--- src/msc_pkg.sv ---
// Shared types and constants for the multi-phase sensor calibration block.
// Holds the port structs, the front-to-back command format and state encodings.
// No dependencies.
package msc_pkg;

    localparam int CHANNELS    = 4;
    localparam int SAMPLE_BITS = 12;
    localparam int PIDX_W      = 3;
    localparam int CH_IDX_W    = $clog2(CHANNELS);
    localparam int STEP_W      = $clog2(SAMPLE_BITS);
    localparam int CFG_W       = 16;
    localparam int TIME_W      = 32;
    localparam int QDEPTH      = 2;
    localparam int QPTR_W      = $clog2(QDEPTH);
    localparam int QCNT_W      = $clog2(QDEPTH + 1);

    localparam logic [SAMPLE_BITS-1:0] MIDSCALE = SAMPLE_BITS'(2048);
    localparam logic [CFG_W-1:0] SETTLE_RESET = 16'd3000;
    localparam logic [CFG_W-1:0] SAMPLE_RESET = 16'd2000;

    localparam logic OP_START  = 1'b0;
    localparam logic OP_SAMPLE = 1'b1;

    localparam logic CFG_SETTLE = 1'b0;
    localparam logic CFG_SAMPLE = 1'b1;

    localparam logic [1:0] ST_IDLE = 2'd0;
    localparam logic [1:0] ST_BUSY = 2'd1;
    localparam logic [1:0] ST_NEXT = 2'd2;
    localparam logic [1:0] ST_DONE = 2'd3;

    typedef struct packed {
        logic        operation;
        logic [31:0] now_ms;
        logic [11:0] adc_0;
        logic [11:0] adc_1;
        logic [11:0] adc_2;
        logic [11:0] adc_3;
    } in_item_t;

    typedef struct packed {
        logic [1:0]  status;
        logic [2:0]  phases_completed;
        logic        active;
        logic [2:0]  current_phase;
        logic        row_valid;
        logic [2:0]  row_index;
        logic [11:0] avg_0;
        logic [11:0] avg_1;
        logic [11:0] avg_2;
        logic [11:0] avg_3;
        logic        last;
    } out_item_t;

    typedef enum logic [1:0] {
        CMD_START,
        CMD_IDLE,
        CMD_SAMPLE
    } cmd_kind_t;

    typedef struct packed {
        cmd_kind_t                             kind;
        logic                                  accum;
        logic                                  phase_end;
        logic                                  final_phase;
        logic [PIDX_W-1:0]                     phase;
        logic [CHANNELS-1:0][SAMPLE_BITS-1:0]  adc;
    } cmd_t;

    typedef enum logic [2:0] {
        BK_FETCH,
        BK_EXEC,
        BK_DIVGO,
        BK_DIVWAIT,
        BK_ROWWR,
        BK_RDROW,
        BK_ROWOUT,
        BK_RESP
    } back_state_t;

endpackage

--- src/msc_fifo.sv ---
// Two-entry command queue between the front classifier and the back executor.
// Depends on msc_pkg for the command type and queue depth.
module msc_fifo (
    input  logic          aclk,
    input  logic          aresetn,
    input  logic          push,
    input  msc_pkg::cmd_t push_data,
    input  logic          pop,
    output msc_pkg::cmd_t pop_data,
    output logic          full,
    output logic          empty
);
    import msc_pkg::*;

    cmd_t              entry_reg [QDEPTH];
    logic [QPTR_W-1:0] wr_ptr_reg, wr_ptr_next;
    logic [QPTR_W-1:0] rd_ptr_reg, rd_ptr_next;
    logic [QCNT_W-1:0] count_reg, count_next;

    assign full     = (count_reg == QCNT_W'(QDEPTH));
    assign empty    = (count_reg == '0);
    assign pop_data = entry_reg[rd_ptr_reg];

    always_comb begin
        wr_ptr_next = wr_ptr_reg;
        rd_ptr_next = rd_ptr_reg;
        count_next  = count_reg;
        if (push) begin
            wr_ptr_next = (wr_ptr_reg == QPTR_W'(QDEPTH - 1)) ? '0 : wr_ptr_reg + 1'b1;
        end
        if (pop) begin
            rd_ptr_next = (rd_ptr_reg == QPTR_W'(QDEPTH - 1)) ? '0 : rd_ptr_reg + 1'b1;
        end
        if (push && !pop) begin
            count_next = count_reg + 1'b1;
        end else if (pop && !push) begin
            count_next = count_reg - 1'b1;
        end
    end

    always_ff @(posedge aclk) begin
        if (!aresetn) begin
            wr_ptr_reg <= '0;
            rd_ptr_reg <= '0;
            count_reg  <= '0;
        end else begin
            wr_ptr_reg <= wr_ptr_next;
            rd_ptr_reg <= rd_ptr_next;
            count_reg  <= count_next;
        end
    end

    always_ff @(posedge aclk) begin
        if (push) begin
            entry_reg[wr_ptr_reg] <= push_data;
        end
    end

    a_count_bound: assert property (@(posedge aclk) disable iff (!aresetn)
        count_reg <= QCNT_W'(QDEPTH))
        else $error("queue count exceeds depth");

    a_no_overflow: assert property (@(posedge aclk) disable iff (!aresetn)
        push && !pop |-> !full)
        else $error("push into a full queue");

    a_no_underflow: assert property (@(posedge aclk) disable iff (!aresetn)
        pop |-> !empty)
        else $error("pop from an empty queue");

endmodule

--- src/msc_front.sv ---
// Front end: configuration registers, phase timing and classification of transactions.
// Pushes one command per accepted transaction into the queue. Depends on msc_pkg.
module msc_front #(
    parameter int PHASES = 5
) (
    input  logic             aclk,
    input  logic             aresetn,
    input  logic             s_valid,
    output logic             s_ready,
    input  msc_pkg::in_item_t s_data,
    input  logic             cfg_valid,
    output logic             cfg_ready,
    input  logic             cfg_index,
    input  logic [15:0]      cfg_data,
    input  logic             q_full,
    output logic             q_push,
    output msc_pkg::cmd_t    q_data
);
    import msc_pkg::*;

    localparam int PH_W = $clog2(PHASES + 1);

    logic [PH_W-1:0]   phase_reg, phase_next;
    logic [TIME_W-1:0] start_reg, start_next;
    logic [CFG_W-1:0]  settle_reg, settle_next;
    logic [CFG_W-1:0]  sample_reg, sample_next;
    logic [CFG_W:0]    window_reg, window_next;

    logic [TIME_W-1:0] elapsed;
    logic              settled;
    logic              window_end;
    logic              is_final;

    assign s_ready   = !q_full;
    assign cfg_ready = 1'b1;
    assign q_push    = s_valid && !q_full;

    assign elapsed    = s_data.now_ms - start_reg;
    assign settled    = elapsed >= TIME_W'(settle_reg);
    assign window_end = (elapsed >= TIME_W'(window_reg)) || (sample_reg == '0);
    assign is_final   = (phase_reg == PH_W'(PHASES - 1));

    always_comb begin
        q_data.kind        = CMD_SAMPLE;
        q_data.accum       = settled;
        q_data.phase_end   = window_end;
        q_data.final_phase = is_final;
        q_data.phase       = PIDX_W'(phase_reg);
        q_data.adc[0]      = s_data.adc_0;
        q_data.adc[1]      = s_data.adc_1;
        q_data.adc[2]      = s_data.adc_2;
        q_data.adc[3]      = s_data.adc_3;
        phase_next         = phase_reg;
        start_next         = start_reg;
        if (s_data.operation == OP_START) begin
            q_data.kind = CMD_START;
        end else if (phase_reg >= PH_W'(PHASES)) begin
            q_data.kind = CMD_IDLE;
        end
        if (q_push) begin
            if (s_data.operation == OP_START) begin
                phase_next = '0;
                start_next = s_data.now_ms;
            end else if (phase_reg < PH_W'(PHASES) && window_end) begin
                phase_next = phase_reg + 1'b1;
                if (!is_final) begin
                    start_next = s_data.now_ms;
                end
            end
        end
    end

    always_comb begin
        settle_next = settle_reg;
        sample_next = sample_reg;
        window_next = window_reg;
        if (cfg_valid) begin
            case (cfg_index)
                CFG_SETTLE: begin
                    settle_next = cfg_data;
                    window_next = {1'b0, cfg_data} + {1'b0, sample_reg};
                end
                CFG_SAMPLE: begin
                    sample_next = cfg_data;
                    window_next = {1'b0, settle_reg} + {1'b0, cfg_data};
                end
                default: begin
                    settle_next = settle_reg;
                end
            endcase
        end
    end

    always_ff @(posedge aclk) begin
        if (!aresetn) begin
            phase_reg  <= PH_W'(PHASES);
            start_reg  <= '0;
            settle_reg <= SETTLE_RESET;
            sample_reg <= SAMPLE_RESET;
            window_reg <= {1'b0, SETTLE_RESET} + {1'b0, SAMPLE_RESET};
        end else begin
            phase_reg  <= phase_next;
            start_reg  <= start_next;
            settle_reg <= settle_next;
            sample_reg <= sample_next;
            window_reg <= window_next;
        end
    end

endmodule

--- src/msc_div.sv ---
// Restoring divider producing one quotient bit per cycle for the channel averages.
// The quotient is known to fit in the sample width. Depends on msc_pkg.
module msc_div #(
    parameter int COUNT_BITS = 16
) (
    input  logic                                     aclk,
    input  logic                                     aresetn,
    input  logic                                     start,
    input  logic [msc_pkg::SAMPLE_BITS+COUNT_BITS-1:0] dividend,
    input  logic [COUNT_BITS-1:0]                    divisor,
    output logic                                     busy,
    output logic                                     done,
    output logic [msc_pkg::SAMPLE_BITS-1:0]          quotient
);
    import msc_pkg::*;

    localparam int SUM_W = SAMPLE_BITS + COUNT_BITS;

    logic                   busy_reg, busy_next;
    logic                   done_reg, done_next;
    logic [STEP_W-1:0]      step_reg, step_next;
    logic [SUM_W-1:0]       rem_reg, rem_next;
    logic [SUM_W-1:0]       dsh_reg, dsh_next;
    logic [SAMPLE_BITS-1:0] quo_reg, quo_next;
    logic                   fits;

    assign busy     = busy_reg;
    assign done     = done_reg;
    assign quotient = quo_reg;
    assign fits     = rem_reg >= dsh_reg;

    always_comb begin
        busy_next = busy_reg;
        done_next = 1'b0;
        step_next = step_reg;
        rem_next  = rem_reg;
        dsh_next  = dsh_reg;
        quo_next  = quo_reg;
        if (start) begin
            busy_next = 1'b1;
            step_next = STEP_W'(SAMPLE_BITS - 1);
            rem_next  = dividend;
            dsh_next  = SUM_W'({divisor, {(SAMPLE_BITS-1){1'b0}}});
        end else if (busy_reg) begin
            if (fits) begin
                rem_next = rem_reg - dsh_reg;
            end
            quo_next = {quo_reg[SAMPLE_BITS-2:0], fits};
            dsh_next = dsh_reg >> 1;
            if (step_reg == '0) begin
                busy_next = 1'b0;
                done_next = 1'b1;
            end else begin
                step_next = step_reg - 1'b1;
            end
        end
    end

    always_ff @(posedge aclk) begin
        if (!aresetn) begin
            busy_reg <= 1'b0;
            done_reg <= 1'b0;
        end else begin
            busy_reg <= busy_next;
            done_reg <= done_next;
        end
    end

    always_ff @(posedge aclk) begin
        step_reg <= step_next;
        rem_reg  <= rem_next;
        dsh_reg  <= dsh_next;
        quo_reg  <= quo_next;
    end

endmodule

--- src/msc_back.sv ---
// Back end: accumulators, phase averaging, profile table and result register.
// Executes queued commands in order. Depends on msc_pkg and msc_div.
module msc_back #(
    parameter int PHASES     = 5,
    parameter int COUNT_BITS = 16
) (
    input  logic               aclk,
    input  logic               aresetn,
    input  logic               q_empty,
    input  msc_pkg::cmd_t      q_data,
    output logic               q_pop,
    output logic               m_valid,
    input  logic               m_ready,
    output msc_pkg::out_item_t m_data
);
    import msc_pkg::*;

    localparam int SUM_W = SAMPLE_BITS + COUNT_BITS;
    localparam int TA_W  = (PHASES > 1) ? $clog2(PHASES) : 1;

    back_state_t state_reg, state_next;
    cmd_t        cmd_reg, cmd_next;

    logic [SUM_W-1:0]                     sums_reg [CHANNELS];
    logic [SUM_W-1:0]                     sums_next [CHANNELS];
    logic [COUNT_BITS-1:0]                count_reg, count_next;
    logic [CH_IDX_W-1:0]                  ch_reg, ch_next;
    logic [CHANNELS-1:0][SAMPLE_BITS-1:0] quo_reg, quo_next;
    logic [PIDX_W-1:0]                    rd_idx_reg, rd_idx_next;
    logic [CHANNELS-1:0][SAMPLE_BITS-1:0] rd_data_reg;
    logic [CHANNELS-1:0][SAMPLE_BITS-1:0] table_mem [PHASES];
    logic                                 m_valid_reg, m_valid_next;
    out_item_t                            m_data_reg, m_data_next;

    logic                   out_free;
    logic                   last_ch;
    logic                   last_row;
    logic                   div_start;
    logic                   div_busy;
    logic                   div_done;
    logic [SAMPLE_BITS-1:0] div_q;

    assign out_free = !m_valid_reg || m_ready;
    assign last_ch  = (ch_reg == CH_IDX_W'(CHANNELS - 1));
    assign last_row = (rd_idx_reg == PIDX_W'(PHASES - 1));
    assign m_valid  = m_valid_reg;
    assign m_data   = m_data_reg;

    msc_div #(
        .COUNT_BITS(COUNT_BITS)
    ) u_div (
        .aclk     (aclk),
        .aresetn  (aresetn),
        .start    (div_start),
        .dividend (sums_reg[ch_reg]),
        .divisor  (count_reg),
        .busy     (div_busy),
        .done     (div_done),
        .quotient (div_q)
    );

    always_comb begin
        state_next = state_reg;
        case (state_reg)
            BK_FETCH: begin
                if (!q_empty) begin
                    state_next = BK_EXEC;
                end
            end
            BK_EXEC: begin
                if (cmd_reg.kind == CMD_SAMPLE && cmd_reg.phase_end) begin
                    state_next = BK_DIVGO;
                end else begin
                    state_next = BK_RESP;
                end
            end
            BK_DIVGO: begin
                if (count_reg != '0) begin
                    state_next = BK_DIVWAIT;
                end else if (last_ch) begin
                    state_next = BK_ROWWR;
                end
            end
            BK_DIVWAIT: begin
                if (div_done) begin
                    state_next = last_ch ? BK_ROWWR : BK_DIVGO;
                end
            end
            BK_ROWWR: begin
                state_next = cmd_reg.final_phase ? BK_RDROW : BK_RESP;
            end
            BK_RDROW: begin
                state_next = BK_ROWOUT;
            end
            BK_ROWOUT: begin
                if (out_free) begin
                    state_next = last_row ? BK_FETCH : BK_RDROW;
                end
            end
            BK_RESP: begin
                if (out_free) begin
                    state_next = BK_FETCH;
                end
            end
            default: begin
                state_next = BK_FETCH;
            end
        endcase
    end

    always_comb begin
        q_pop        = 1'b0;
        div_start    = 1'b0;
        cmd_next     = cmd_reg;
        sums_next    = sums_reg;
        count_next   = count_reg;
        ch_next      = ch_reg;
        quo_next     = quo_reg;
        rd_idx_next  = rd_idx_reg;
        m_valid_next = m_valid_reg && !m_ready;
        m_data_next  = m_data_reg;
        case (state_reg)
            BK_FETCH: begin
                if (!q_empty) begin
                    q_pop    = 1'b1;
                    cmd_next = q_data;
                end
            end
            BK_EXEC: begin
                ch_next = '0;
                if (cmd_reg.kind == CMD_START) begin
                    for (int c = 0; c < CHANNELS; c++) begin
                        sums_next[c] = '0;
                    end
                    count_next = '0;
                end else if (cmd_reg.kind == CMD_SAMPLE && cmd_reg.accum
                             && count_reg != {COUNT_BITS{1'b1}}) begin
                    for (int c = 0; c < CHANNELS; c++) begin
                        sums_next[c] = sums_reg[c] + SUM_W'(cmd_reg.adc[c]);
                    end
                    count_next = count_reg + 1'b1;
                end
            end
            BK_DIVGO: begin
                if (count_reg == '0) begin
                    quo_next[ch_reg] = MIDSCALE;
                    ch_next          = ch_reg + 1'b1;
                end else begin
                    div_start = 1'b1;
                end
            end
            BK_DIVWAIT: begin
                if (div_done) begin
                    quo_next[ch_reg] = div_q;
                    ch_next          = ch_reg + 1'b1;
                end
            end
            BK_ROWWR: begin
                rd_idx_next = '0;
                if (!cmd_reg.final_phase) begin
                    for (int c = 0; c < CHANNELS; c++) begin
                        sums_next[c] = '0;
                    end
                    count_next = '0;
                end
            end
            BK_RDROW: begin
                rd_idx_next = rd_idx_reg;
            end
            BK_ROWOUT: begin
                if (out_free) begin
                    m_valid_next                 = 1'b1;
                    m_data_next.status           = ST_DONE;
                    m_data_next.phases_completed = 3'(PHASES);
                    m_data_next.active           = 1'b0;
                    m_data_next.current_phase    = '0;
                    m_data_next.row_valid        = 1'b1;
                    m_data_next.row_index        = rd_idx_reg;
                    m_data_next.avg_0            = rd_data_reg[0];
                    m_data_next.avg_1            = rd_data_reg[1];
                    m_data_next.avg_2            = rd_data_reg[2];
                    m_data_next.avg_3            = rd_data_reg[3];
                    m_data_next.last             = last_row;
                    rd_idx_next                  = rd_idx_reg + 1'b1;
                end
            end
            BK_RESP: begin
                if (out_free) begin
                    m_valid_next                 = 1'b1;
                    m_data_next                  = '0;
                    m_data_next.last             = 1'b1;
                    case (cmd_reg.kind)
                        CMD_START: begin
                            m_data_next.status = ST_BUSY;
                            m_data_next.active = 1'b1;
                        end
                        CMD_SAMPLE: begin
                            m_data_next.active = 1'b1;
                            if (cmd_reg.phase_end) begin
                                m_data_next.status           = ST_NEXT;
                                m_data_next.phases_completed = cmd_reg.phase + 1'b1;
                                m_data_next.current_phase    = cmd_reg.phase + 1'b1;
                            end else begin
                                m_data_next.status        = ST_BUSY;
                                m_data_next.current_phase = cmd_reg.phase;
                            end
                        end
                        default: begin
                            m_data_next.status = ST_IDLE;
                        end
                    endcase
                end
            end
            default: begin
                q_pop = 1'b0;
            end
        endcase
    end

    always_ff @(posedge aclk) begin
        if (!aresetn) begin
            state_reg   <= BK_FETCH;
            m_valid_reg <= 1'b0;
            count_reg   <= '0;
            for (int c = 0; c < CHANNELS; c++) begin
                sums_reg[c] <= '0;
            end
        end else begin
            state_reg   <= state_next;
            m_valid_reg <= m_valid_next;
            count_reg   <= count_next;
            sums_reg    <= sums_next;
        end
    end

    always_ff @(posedge aclk) begin
        cmd_reg    <= cmd_next;
        ch_reg     <= ch_next;
        quo_reg    <= quo_next;
        rd_idx_reg <= rd_idx_next;
        m_data_reg <= m_data_next;
    end

    always_ff @(posedge aclk) begin
        if (state_reg == BK_ROWWR) begin
            table_mem[cmd_reg.phase[TA_W-1:0]] <= quo_reg;
        end
        if (state_reg == BK_RDROW) begin
            rd_data_reg <= table_mem[rd_idx_reg[TA_W-1:0]];
        end
    end

    a_row_only_when_done: assert property (@(posedge aclk) disable iff (!aresetn)
        m_valid_reg && m_data_reg.row_valid |-> m_data_reg.status == ST_DONE)
        else $error("profile row carried outside a completed run");

    a_burst_only_rows: assert property (@(posedge aclk) disable iff (!aresetn)
        m_valid_reg && !m_data_reg.last |-> m_data_reg.row_valid)
        else $error("non-final result that is not a profile row");

    a_div_idle_on_start: assert property (@(posedge aclk) disable iff (!aresetn)
        div_start |-> !div_busy)
        else $error("divider restarted while busy");

endmodule

--- src/multi_phase_sensor_calibration.sv ---
// Five-phase calibration sequencer for four 12-bit sensor channels.
// Transactions pass through the queue to the back end; a phase end also averages each channel
// in turn in the shared one-bit-per-cycle divider, and a run end emits one profile row per phase.
// The front end accepts transactions while the queue has room; the back end works on one at a time.
// Reset is synchronous and active low; the block comes up idle with default timing registers.
module multi_phase_sensor_calibration #(
    parameter int PHASES     = 5,
    parameter int COUNT_BITS = 16
) (
    input  logic               aclk,
    input  logic               aresetn,
    input  logic               s_valid,
    output logic               s_ready,
    input  msc_pkg::in_item_t  s_data,
    output logic               m_valid,
    input  logic               m_ready,
    output msc_pkg::out_item_t m_data,
    input  logic               cfg_valid,
    output logic               cfg_ready,
    input  logic               cfg_index,
    input  logic [15:0]        cfg_data
);
    import msc_pkg::*;

    logic q_push;
    logic q_pop;
    logic q_full;
    logic q_empty;
    cmd_t q_in;
    cmd_t q_out;

    msc_front #(
        .PHASES(PHASES)
    ) u_front (
        .aclk      (aclk),
        .aresetn   (aresetn),
        .s_valid   (s_valid),
        .s_ready   (s_ready),
        .s_data    (s_data),
        .cfg_valid (cfg_valid),
        .cfg_ready (cfg_ready),
        .cfg_index (cfg_index),
        .cfg_data  (cfg_data),
        .q_full    (q_full),
        .q_push    (q_push),
        .q_data    (q_in)
    );

    msc_fifo u_fifo (
        .aclk      (aclk),
        .aresetn   (aresetn),
        .push      (q_push),
        .push_data (q_in),
        .pop       (q_pop),
        .pop_data  (q_out),
        .full      (q_full),
        .empty     (q_empty)
    );

    msc_back #(
        .PHASES     (PHASES),
        .COUNT_BITS (COUNT_BITS)
    ) u_back (
        .aclk    (aclk),
        .aresetn (aresetn),
        .q_empty (q_empty),
        .q_data  (q_out),
        .q_pop   (q_pop),
        .m_valid (m_valid),
        .m_ready (m_ready),
        .m_data  (m_data)
    );

endmodule
--- config.mk ---
export PLATFORM = sky130hd
export DESIGN_NAME = multi_phase_sensor_calibration
export DESIGN_NICKNAME = d
export VERILOG_FILES = /design/src/msc_pkg.sv /design/src/msc_fifo.sv /design/src/msc_front.sv /design/src/msc_div.sv /design/src/msc_back.sv /design/src/multi_phase_sensor_calibration.sv
export SDC_FILE = /design/constraint.sdc
export NUM_CORES = 1
export LEC_CHECK = 0
export BUFFER_PORTS_ARGS = -buffer_cell sky130_fd_sc_hd__buf_4
export CELL_PAD_IN_SITES_DETAIL_PLACEMENT = 0
export CELL_PAD_IN_SITES_GLOBAL_PLACEMENT = 1
export CORE_MARGIN = 3
export CORE_UTILIZATION = 49
export CTS_BUF_LIST = sky130_fd_sc_hd__clkbuf_2
export CTS_CLUSTER_DIAMETER = 60
export DETAILED_ROUTE_END_ITERATION = 8
export PLACE_DENSITY_LB_ADDON = 0.1
export SYNTH_ARGS = -nofsm -noshare
export SYNTH_HDL_FRONTEND = slang
export SYNTH_SLANG_ARGS = --single-unit
--- constraint.sdc ---
create_clock -name aclk -period 8.3 [get_ports aclk]
set_clock_uncertainty 0.1 [all_clocks]
set_input_delay 1.66 -clock aclk [delete_from_list [all_inputs] [get_ports aclk]]
set_output_delay 1.66 -clock aclk [all_outputs]
set_load 0.05 [all_outputs]
Word level (Yosys, flattened, before mapping) --
Memory sizes are Yosys's and may differ from the RTL's. A register that Yosys moved wholly into a read port is not among the register bits. Index checks and enable logic that the tools add are counted.
Storage, ports and cells: bits in writable memories 352, word-level logic and storage cells 222, register bits 408, output and inout port bits 65, memories kept 2, bits of input ports 103
Memories:
- u_back.table_mem | words 5, width 48, read ports 1, clocked after Yosys merged registers in 1, wr ports 1, line msc_back.sv:31 | logic [CHANNELS-1:0][SAMPLE_BITS-1:0] table_mem [PHASES];
- u_fifo.entry_reg | words 2, width 56, read ports 1, clocked after Yosys merged registers in 1, wr ports 1, line msc_fifo.sv:15 | cmd_t entry_reg [QDEPTH];
Cells by class: reduce and logical (&&, ||, !) cells 48, bitwise logic cells 10, multiplexer cells 74, magnitude comparators 8, equal/unequal tests 23, add/subtract/negate cells 18
Operators by type and width (count):
- 112-bit 2-to-1 mux | 3
- 112-bit case mux with 2 select lines | 1
- 28-bit 2-to-1 mux | 5
- 62-bit 2-to-1 mux | 2
- 62-bit case mux with 2 select lines | 1
- 28-bit by 12-bit adder with 28-bit output | 4
- 32-bit 2-to-1 mux | 3
- 48-bit 2-to-1 mux | 2
- 48-bit case mux with 2 select lines | 1
- 28-bit binary-select mux with 2-bit select | 1
- 27-bit 2-to-1 mux | 2
- 48-bit bitwise mux | 1
- 16-bit 2-to-1 mux | 3
- 3-bit 2-to-1 mux | 16
- 44-bit AND | 1
- 44-bit NOT | 1
- 16-bit by 16-bit adder with 17-bit output | 2
- 17-bit case mux with 2 select lines | 1
- 32-bit by 16-bit greater-or-equal comparator with 1-bit output | 1
- 32-bit by 17-bit greater-or-equal comparator with 1-bit output | 1
- 16-bit logical NOT | 2
- 16-bit case mux with 2 select lines | 1
- 32-bit subtractor | 1
- 28-bit by 27-bit greater-or-equal comparator with 1-bit output | 1
- other kinds (44) | 124

Depth between registers and ports, before layout --
word-level depth 8, gate-level depth with buffers 21, depth with buffers taken out 20

Modules after synthesis --
From an unflattened synthesis, not the netlist that was laid out.
Unflattened totals: cell total of the unflattened synthesis 3471, area, all modules 41634.9 sq um
By module, submodules not included:
- msc_back | area each 25356.8 sq um, times used 1, seq. area each 16425.8 sq um, cells each 1829
- msc_front | area each 7499.7 sq um, times used 1, seq. area each 1681.6 sq um, cells each 971
- msc_div | area each 4508.1 sq um, times used 1, seq. area each 2021.9 sq um, cells each 475
- msc_fifo | area each 4270.3 sq um, times used 1, seq. area each 3463.3 sq um, cells each 196

Worst setup path before layout --
No wires, ideal clock.
kind register to register, start point register u_back.state_reg[1], end point memory u_back.table_mem[4][0] (netlist bit), enable pin, library setup time 0.590 ns, required time 7.610 ns, arrival time 5.607 ns, path buffers 0, cell stages (with the launch flop) 4, slack 2.004 ns, period minus slack after synthesis 6.296 ns, path through dfxtp_1 -> nor2_1 -> nand2_1 -> nor4b_1
On the way: word-level cells in the longest chain between the ends 3
RTL lines:
- start: declaration | line msc_back.sv:21 | back_state_t state_reg, state_next;
- start signal: assignment | line msc_back.sv:229 | state_reg <= state_next;
- 3-bit == test | line msc_back.sv:245 | if (state_reg == BK_ROWWR) begin
- 1-bit 2-to-1 mux | line msc_back.sv:245
- 1-bit 2-to-1 mux (implied by the code) | line msc_back.sv:246 | table_mem[cmd_reg.phase[TA_W-1:0]] <= quo_reg;
- end: declaration | line msc_back.sv:31
Every way passes these cells.

Worst setup path in the final report --
start point register u_front.start_reg[1], end point register u_front.start_reg[13]
On the way: word-level cells in the longest chain between the ends 6
RTL lines:
- start: declaration | line msc_front.sv:24 | logic [TIME_W-1:0] start_reg, start_next;
- start signal: assignment | line msc_front.sv:103 | start_reg <= start_next;
- 32-bit subtractor | line msc_front.sv:38 | assign elapsed = s_data.now_ms - start_reg;
- 32-bit by 17-bit greater-or-equal comparator with 1-bit output | line msc_front.sv:40 | assign window_end = (elapsed >= TIME_W'(window_reg)) || (sample_reg == '0);
- 1-bit logical OR | line msc_front.sv:40
- 1-bit logical AND | line msc_front.sv:64 | end else if (phase_reg < PH_W'(PHASES) && window_end) begin
- 2-bit by 1-bit inequality test with 1-bit output (no line)
- 3-bit AND reduction (no line)
Every way passes these cells. A chain may end at the register's enable or synchronous reset.

==> flow_summary.yaml <==
run_status:
  status: "finished clean"
routing:
  drt-total-wl_mm: 91.37
  postRouteAntennaNets: 0
  viasPerCell: 5.525
  vias: 26130
  drc: 0
  drt_iter0_drc: 1599
  drt-pass1-iter-count: 5
  wl_per_cell_um: 19.32
synth:
  netlist_area_um2: 39940
  synth-seq-cells: 864
  syn_area_per_cell_um2: 12.49
  synth_top_cells_by_area: "edfxtp_1 47%, dfxtp_1 12%, ha_1 5.3%"
  seq_area_frac_synth_pct: 59.02
  syn-num-nets: 3478
  yosys_warnings: 0
  yosysTopAreaCell: "edfxtp_1"
  synth_top_area_share_pct: 47.14
  synth-async-reset-ratio_pct: 0
  ys.flop_type: "edfxtp_1"
  yosysUniqueCellTypes: 90
  synth-edff-count: 627
  synth_cells: 3198
sta:
  fmaxAchievable_mhz: 203.0
  tns_ns: 0
  min_period_over_period_pct: 59.34
  layout_setup_ws_ns: 3.374
  setup_viol: 0
  fin_crit_ns: 4.926
  worstMarginPinSlew_ns: 1.237
  slew_headroom_pct: 17.32
  drv_slew: 0
  rsz0062_at_grt: "no"
  finalHoldViolations: 0
clock_network:
  clk_latency_ns: 1.44
  hold_buffers: 0
  cts_sinks: 864
  post_cts_buffers: 0
  root_buffer: "clkbuf_2"
  cts_tree: "done"
  htree_levels: 4
  clockBufferDepth: 3
  post_cts_resized: 0
  clkSlewWorstSetupHoldPaths_ns: 0.11
  numCtsBuffers: 215
layout:
  largest_reg_flops: 240
  synthToLayoutAreaGrowth_pct: 11.12
  drive_above_1_share_pct: 21.79
  fill_cells: 6920
  mostFrequentLayoutCells: "627 x edfxtp_1, 320 x nand2_1, 319 x clkbuf_2, 236 x dfxtp_1, 199 x buf_4"
  num-nets-final: 3756
  final_common_cell: "edfxtp_1"
global_routing:
  grt_pass1_wl_mm: 145.2
  overflow: 0
  grt_max_degree: 73
  grt_pass1_vias: 26480
  grt_antenna_before_repair: 4
  grtUsageTotal_pct: 21.62
run:
  drv_cap: 0
worst_setup_path:
  reg2regPathDepth: 19
  cp-end-kind: "flop"
  crit_start: "u_front.start_reg[1]"
  crit_type: "reg -> reg"
  cp.arrival_ns: 6.10
  crit_fanout: 19
  worstPathRequired_ns: 9.47
  critPathLaunchType: "flop"
  r2r_start: "u_front.start_reg[1]"
placement:
  pre_cts_slack_ns: 2.030
  dpl.hpwl_mm: 60.07
  port_buffers: 166
  place.gp.congestion: 0.8387
power_and_ir_drop:
  p_int_uw: 7803
  power.density_nw_per_um2: 267.0
  p_switching_uw: 4046
  ir_drop_mv: 0.1278
  clkPwrFrac_pct: 24.6
  p_seq_share_pct: 48.6
  p_leak_uw: 0.01676
  comb_power_share_pct: 26.8
  swShare_pct: 34.15
floorplanning:
  start_util_pct: 49.51
  die_y_um: 291.5
  die_w_um: 291.5
  io_pins: 168
  core_area_um2: 80680
  fp-row-count: 104
  die_area_um2: 84970
hold_path:
  min_from: "s_data[39]"
  hold_depth: 1
  hold_class: "in -> reg"
## synthesized netlist by cell type (15+ instances only)
| cell | instances |
|---|---|
| dfxtp_1 | 237 |
| mux2i_1 | 57 |
| nand3_1 | 99 |
| a31oi_1 | 16 |
| buf_1 | 15 |
| and2_1 | 64 |
| nor2_1 | 181 |
| mux2_2 | 121 |
| nand2_1 | 320 |
| and3_1 | 30 |
| a21oi_1 | 161 |
| o21a_1 | 24 |
| clkbuf_1 | 117 |
| inv_1 | 162 |
| nor3_1 | 34 |
| a21o_1 | 66 |
| o21ai_0 | 130 |
| a22o_1 | 43 |
| or3_1 | 19 |
| xnor2_1 | 95 |
| nand4_1 | 19 |
| o211ai_1 | 17 |
| xor2_1 | 51 |
| ha_1 | 170 |
| mux4_2 | 76 |
| o21bai_1 | 25 |
| nor4_1 | 25 |
| edfxtp_1 | 627 |
## logic make-up after synthesis
kind of cell / after synthesis / synth area share [%]
and+or+nand+nor: 867 / 10.27
adders and majority gates: 177 / 5.676
DFF: 864 / 59.02
buffers and inverters: 301 / 2.967
muxes: 254 / 9.125
other: 1 / 0.009389
AOI/OAI and AO/OA: 588 / 9.733
xor gates and xnor gates: 146 / 3.202
## layer usage
| metal | global-route usage (%) | part of all wire (%) |
|---|---|---|
| met2 | 34.23 | 46 |
| met1 | 29.91 | 47 |
| met3 | 4.845 | 5.5 |
| met4 | 6.737 | 2.1 |
| met5 | 0 | 0.037 |
## worst max-delay path: stages, from the launching register on
cell      delay, ns
dfxtp_1        0.40
inv_1          0.06
ha_1           0.26
nor2b_1        0.14
o31a_1         0.30
nor2_1         0.12
nor3_1         0.06
a21oi_1        0.22
inv_1          0.06
a21oi_1        0.15
o21bai_1       0.09
xor2_1         0.17
ha_1           0.31
nand4_1        0.09
o31ai_1        0.39
a31oi_1        0.20
a41o_2         0.36
o22ai_4        0.64
buf_4          0.39
mux2i_1        0.22
## path summary, 6_finish.rpt
path / to / slack (ns)
worst max register to register: u_front.start_reg[13] / 3.37
worst max-delay path: u_front.start_reg[13] / 3.37
worst min register to register: u_front.start_reg[19] / 0.36
worst min-delay path: u_fifo.entry_reg[1][3] / 0.35
## area by class of cell
| cell class | instances | area (um2) | area share [%] |
|---|---|---|---|
| Multi-Input combinational cell | 2033 | 15280 | 34.43 |
| Sequential cell | 864 | 23570 | 53.11 |
| Tap cell | 1060 | 1326 | 2.988 |
| Antenna cell | 3 | 7.507 | 0.01691 |
| Clock buffer | 319 | 1597 | 3.597 |
| Timing Repair Buffer | 199 | 1494 | 3.366 |
| Clock inverter | 88 | 491.7 | 1.108 |
| Inverter | 163 | 611.8 | 1.379 |
## power by group through the flow
stage	sequential, uW	clock, uW	combinational [uW]
after floorplan	5800	0	2310
after global placement	5830	0	3110
after global routing	5820	3270	3540
final	5760	2920	3180
after CTS	5760	3040	3200
after detailed placement	5860	0	3180
## through the flow
stage / instances / power (uW) / util [%] / area, um2 / hold slack [ns]
detailed placement: 4319 / 9040 / 52.42 / 42290 / 0.3484
global route: 4729 / 12630 / 55.01 / 44380 / 0.1310
finish: 4729 / 11850 / 55.01 / 44380 / 0.3541
global placement: 4319 / 8938 / 52.42 / 42290 / 0.3423
CTS: 4726 / 12000 / 55.00 / 44380 / 0.09864
floorplan: 3198 / 8107 / - / 39940 / 0.3347
Note: power is estimated with default switching activity, not from simulation.
